$ cat src/hdl/vlmt_ram.sv
// generic single write port, single read port ram with registered read data
// no dependencies
`timescale 1ns / 1ps
`default_nettype none

module vlmt_ram #(
	parameter int WIDTH = 8,
	parameter int DEPTH = 16
) (
	input  wire logic                     clk,
	input  wire logic                     we,
	input  wire logic [$clog2(DEPTH)-1:0] waddr,
	input  wire logic [WIDTH-1:0]         wdata,
	input  wire logic [$clog2(DEPTH)-1:0] raddr,
	output logic      [WIDTH-1:0]         rdata
);

	logic [WIDTH-1:0] mem [DEPTH];

	always_ff @(posedge clk) begin
		if (we) begin
			mem[waddr] <= wdata;
		end
		rdata <= mem[raddr];
	end

endmodule

`default_nettype wire
$ cat config.mk
export PLATFORM = sky130hd
export DESIGN_NAME = vlmt_ram
export DESIGN_NICKNAME = d
export VERILOG_FILES = /design/src/hdl/vlmt_ram.sv
export SDC_FILE = /design/constraint.sdc
export NUM_CORES = 1
export LEC_CHECK = 0
export BUFFER_PORTS_ARGS = -buffer_cell sky130_fd_sc_hd__buf_2
export CAP_MARGIN = 5
export CORE_MARGIN = 1
export CORE_UTILIZATION = 45
export CTS_CLUSTER_SIZE = 28
export DETAILED_ROUTE_END_ITERATION = 10
export GPL_TIMING_DRIVEN = 1
export PLACE_DENSITY_LB_ADDON = 0.12
export SLEW_MARGIN = 30
export SYNTH_ARGS = -nofsm -noshare
export SYNTH_HDL_FRONTEND = slang
export SYNTH_SLANG_ARGS = --single-unit
$ cat constraint.sdc
create_clock -name clk -period 4.11 [get_ports clk]
set_input_delay 0.2055 -clock clk [delete_from_list [all_inputs] [get_ports clk]]
set_output_delay 0.2055 -clock clk [all_outputs]
set_load 0.01 [all_outputs]
# Word-level counts from Yosys, hierarchy flattened
# Memories as Yosys holds them, arrays and structs flattened. A register that Yosys moved wholly into a read port is not among the register bits.
# Index checks and enable logic that the tools add are counted.
[word_totals]
mem_bits_ro = 0
latch_bits = 0
ram_bits = 128
word_cells = 3
mem_count = 1
inputBits = 18
reg_bits = 0
[classes]
n_mux = 2
multipliers = 0
magnitude_cmp = 0
n_eq_ne = 0
n_reduce_logical = 0
n_bitwise = 0
n_div = 0
add_sub_neg = 0
shifts = 0
[mem_list]
columns = ["name", "depth", "word_bits", "rd", "rd_clocked_by_memory_dff", "write_ports", "line", "text"]
rows = [
  ["mem", 16, 8, 1, 1, 1, "18", "logic [WIDTH-1:0] mem [DEPTH];"],
]
[op_table]
columns = ["operator", "n"]
rows = [
  ["two-way mux 1 bit", 2],
]

# Depth between registers and ports, before layout
[logic_depth]
depth_word = 2
depth_mapped = 5

# Worst setup path before layout
# OpenSTA, ideal clock, no wires.
[synth_timing]
path_kind = "input-to-reg"
from = "in waddr[2]"
to = "mem mem[0][0] (enable)"
t_required_ns = 3.727
slack_ns = 2.412
setup_time_ns = 0.383
cell_stages = 2
n_path_buf = 0
arrival_time_ns = 1.315
path_cell_list = "or3b_2 -> nor3_1"
[synth_rtl]
columns = ["element", "line", "text"]
rows = [
  ["start, declared", "12", "input wire logic [$clog2(DEPTH)-1:0] waddr,"],
  ["end, declared", "18", ""],
]
# No word-level cell before the write port.

# Worst setup path after layout
[layout_timing]
from = "in waddr[2]"
to = "mem mem[2][7] (enable)"
# No word-level cell before the write port.

==> flow_summary.json <==
{
  "place.port_buffers": 25,
  "cts_root_buffer": "clkbuf_16",
  "hold_class": "in2reg",
  "drt_iter0_drc": 133,
  "yosysSeqAreaShare_pct": 77.8,
  "cts_resized": 0,
  "gp_congestion": 0.684,
  "syn_nets": 247,
  "ios": 26,
  "setup_slack_ns": 2.61,
  "crit_family": "simple AND/OR/NAND/NOR gates",
  "clock_skew_ns": 0.00685,
  "ant_nets": 0,
  "report.final.slew_viol_count": 0,
  "rows": 38,
  "critPathBufInv": 1,
  "mostFrequentLayoutCells": "edfxtp_1, buf_2, mux4_2",
  "cp-end-kind": "register",
  "period_minus_slack_ns": 1.50,
  "synth.distinct_cells": 19,
  "status": "complete, no violations",
  "worstPathCellList": "buf_2, or3b_2, nor2_1",
  "ys_seq_elements": 136,
  "syn_to_final_growth_pct": 15.6,
  "fp.dieH_um": 109,
  "drc_errors": 0,
  "drive_above_1_share_pct": 27.1,
  "final_net_count": 282,
  "fmax_ghz": 0.667,
  "maxCapViolCount": 0,
  "clk_pin_slew_ns": 0.06,
  "cts-htree-levels": 4,
  "regArea_um2": 4000,
  "setup_violations": 0,
  "synth_area_per_cell_um2": 22.5,
  "dr.pass1.iters": 4,
  "post-route-period-util_pct": 36.5,
  "rsz0062_at_grt": "false",
  "filler_cell_count": 823,
  "finalHoldViolCount": 0,
  "worst_path_largest_cell_delay_ns": 0.68,
  "worst_pin_slew_ns": 0.940,
  "cts_setup_buffers": 0,
  "crit_fanout": 8,
  "cts_made_buffers": 17,
  "vdd_drop_max_mv": 0.249,
  "cts_max_path_buffers": 2,
  "initial_core_util_pct": 46.9,
  "required_ns": 4.13,
  "setup_tns_ns": 0,
  "synthCells": 229,
  "dp_hpwl_mm": 5.82,
  "p_leak_nw": 1.97,
  "grt_max_degree": 33,
  "arrival_ns": 1.52,
  "antenna_cells": 0,
  "die_w_um": 109,
  "grt_pass1_vias": 2405,
  "yosysWarnings": 0,
  "dpl_cell_area_um2": 5390,
  "layout_commonest_cell": "edfxtp_1",
  "slew_headroom_pct": 37.1,
  "clock_sink_count": 136,
  "fin_area_um2": 5950,
  "dp_cells": 385,
  "wl_per_cell_um": 23.2,
  "fp.coreArea_um2": 11000,
  "tritoncts": "done",
  "grt_pass1_wl_mm": 14.3,
  "syn_area_um2": 5150,
  "dp_slack_ns": 2.15,
  "instances_no_fill": 417,
  "clock_latency_ns": 0.40,
  "cp_slowest_cell": "nor2_1",
  "start_kind": "primary input",
  "vias_per_cell": 5.54,
  "multiInputGateArea_um2": 1080,
  "die_area_um2": 11900,
  "routed_wl_mm": 9.66,
  "setup.worst_path.class": "in2reg",
  "grt_usage_pct": 18.2,
  "antenna_found_initial": 0,
  "hold_buffers": 0,
  "vias": 2309,
  "p_per_area_nw_per_um2": 521,
  "overflow": 0,
  "power.total_w": 0.00310
}
[worst reg2reg max path: stages, from the launching register on]
cell and delay (ns):
edfxtp_1 0.36, mux4_1 0.53, a22oi_1 0.29, nand2_1 0.08
[per-stage QoR]
step	utilization [%]	hold slack, ns
after floorplan	-	0.304
after global placement	49.0	0.600
after detailed placement	49.1	0.600
after CTS	54.1	0.178
after global routing	54.2	0.183
final	54.2	0.186
[Yosys cell counts]
| library cell | instances | area [µm²] |
|---|---|---|
| nand3_1 | 1 | 5.00 |
| and2b_1 | 1 | 7.51 |
| a22oi_1 | 16 | 120 |
| buf_2 | 3 | 15.0 |
| nand2_1 | 9 | 33.8 |
| nand2b_1 | 2 | 12.5 |
| buf_4 | 1 | 7.51 |
| clkdlybuf4s25_2 | 3 | 30.0 |
| edfxtp_1 | 128 | 3840 |
| nor3_1 | 4 | 20.0 |
| nor2_1 | 13 | 48.8 |
| mux4_2 | 18 | 405 |
| nand3b_1 | 2 | 15.0 |
| and2_1 | 1 | 6.26 |
| nor2b_1 | 1 | 6.26 |
| or3b_2 | 1 | 8.76 |
| buf_6 | 3 | 33.8 |
| mux4_1 | 14 | 368 |
| dfxtp_1 | 8 | 160 |
[per-layer routing]
metal | vias up | part of all wire, % | global-route usage [%]
met5 | - | 0 | 0
met1 | 1203 | 46 | 25.6
met4 | 0 | 0.70 | 6.27
met3 | 6 | 4.9 | 4.84
li1 | 1040 | - | -
met2 | 60 | 49 | 27.5
[worst paths after layout]
path,end,cells past startpoint,startpoint,slack [ns]
max,mem[2][7],3,waddr[2],2.61
min,mem[5][0],1,wdata[0],0.19
min reg2reg,rdata[1],3,mem[11][1],0.67
max reg2reg,rdata[1],3,mem[1][1],2.74
[logic make-up (layout without fill, tap and decap cells)]
logic type | after synthesis | count (layout) | synth area share, %
AOI/OAI and AO/OA | 16 | 16 | 2.33
buffers and inverters | 10 | 58 | 1.68
DFF | 136 | 136 | 77.8
muxes | 32 | 32 | 15.0
and+or+nand+nor | 35 | 35 | 3.18
[area by class of cell]
cell class                 count  share of cell area (%)
clock buffer                  29                    8.58
clock inverter                 3                   0.694
multi-input combinational     83                    18.2
sequential                   136                    67.3
tap                          140                    2.94
timing repair buffer          26                    2.27
[registers in the layout (all words and copies together) (netlist names)]
register  flops
mem         128
rdata         8
[report_power, final]
part | switching [W] | internal [W]
clock network | 0.000505 | 0.000896
logic | 0.0000805 | 0.0000556
registers | 0.0000107 | 0.00155
total | 0.000597 | 0.00250
Note: power is estimated with default switching activity, not from simulation.
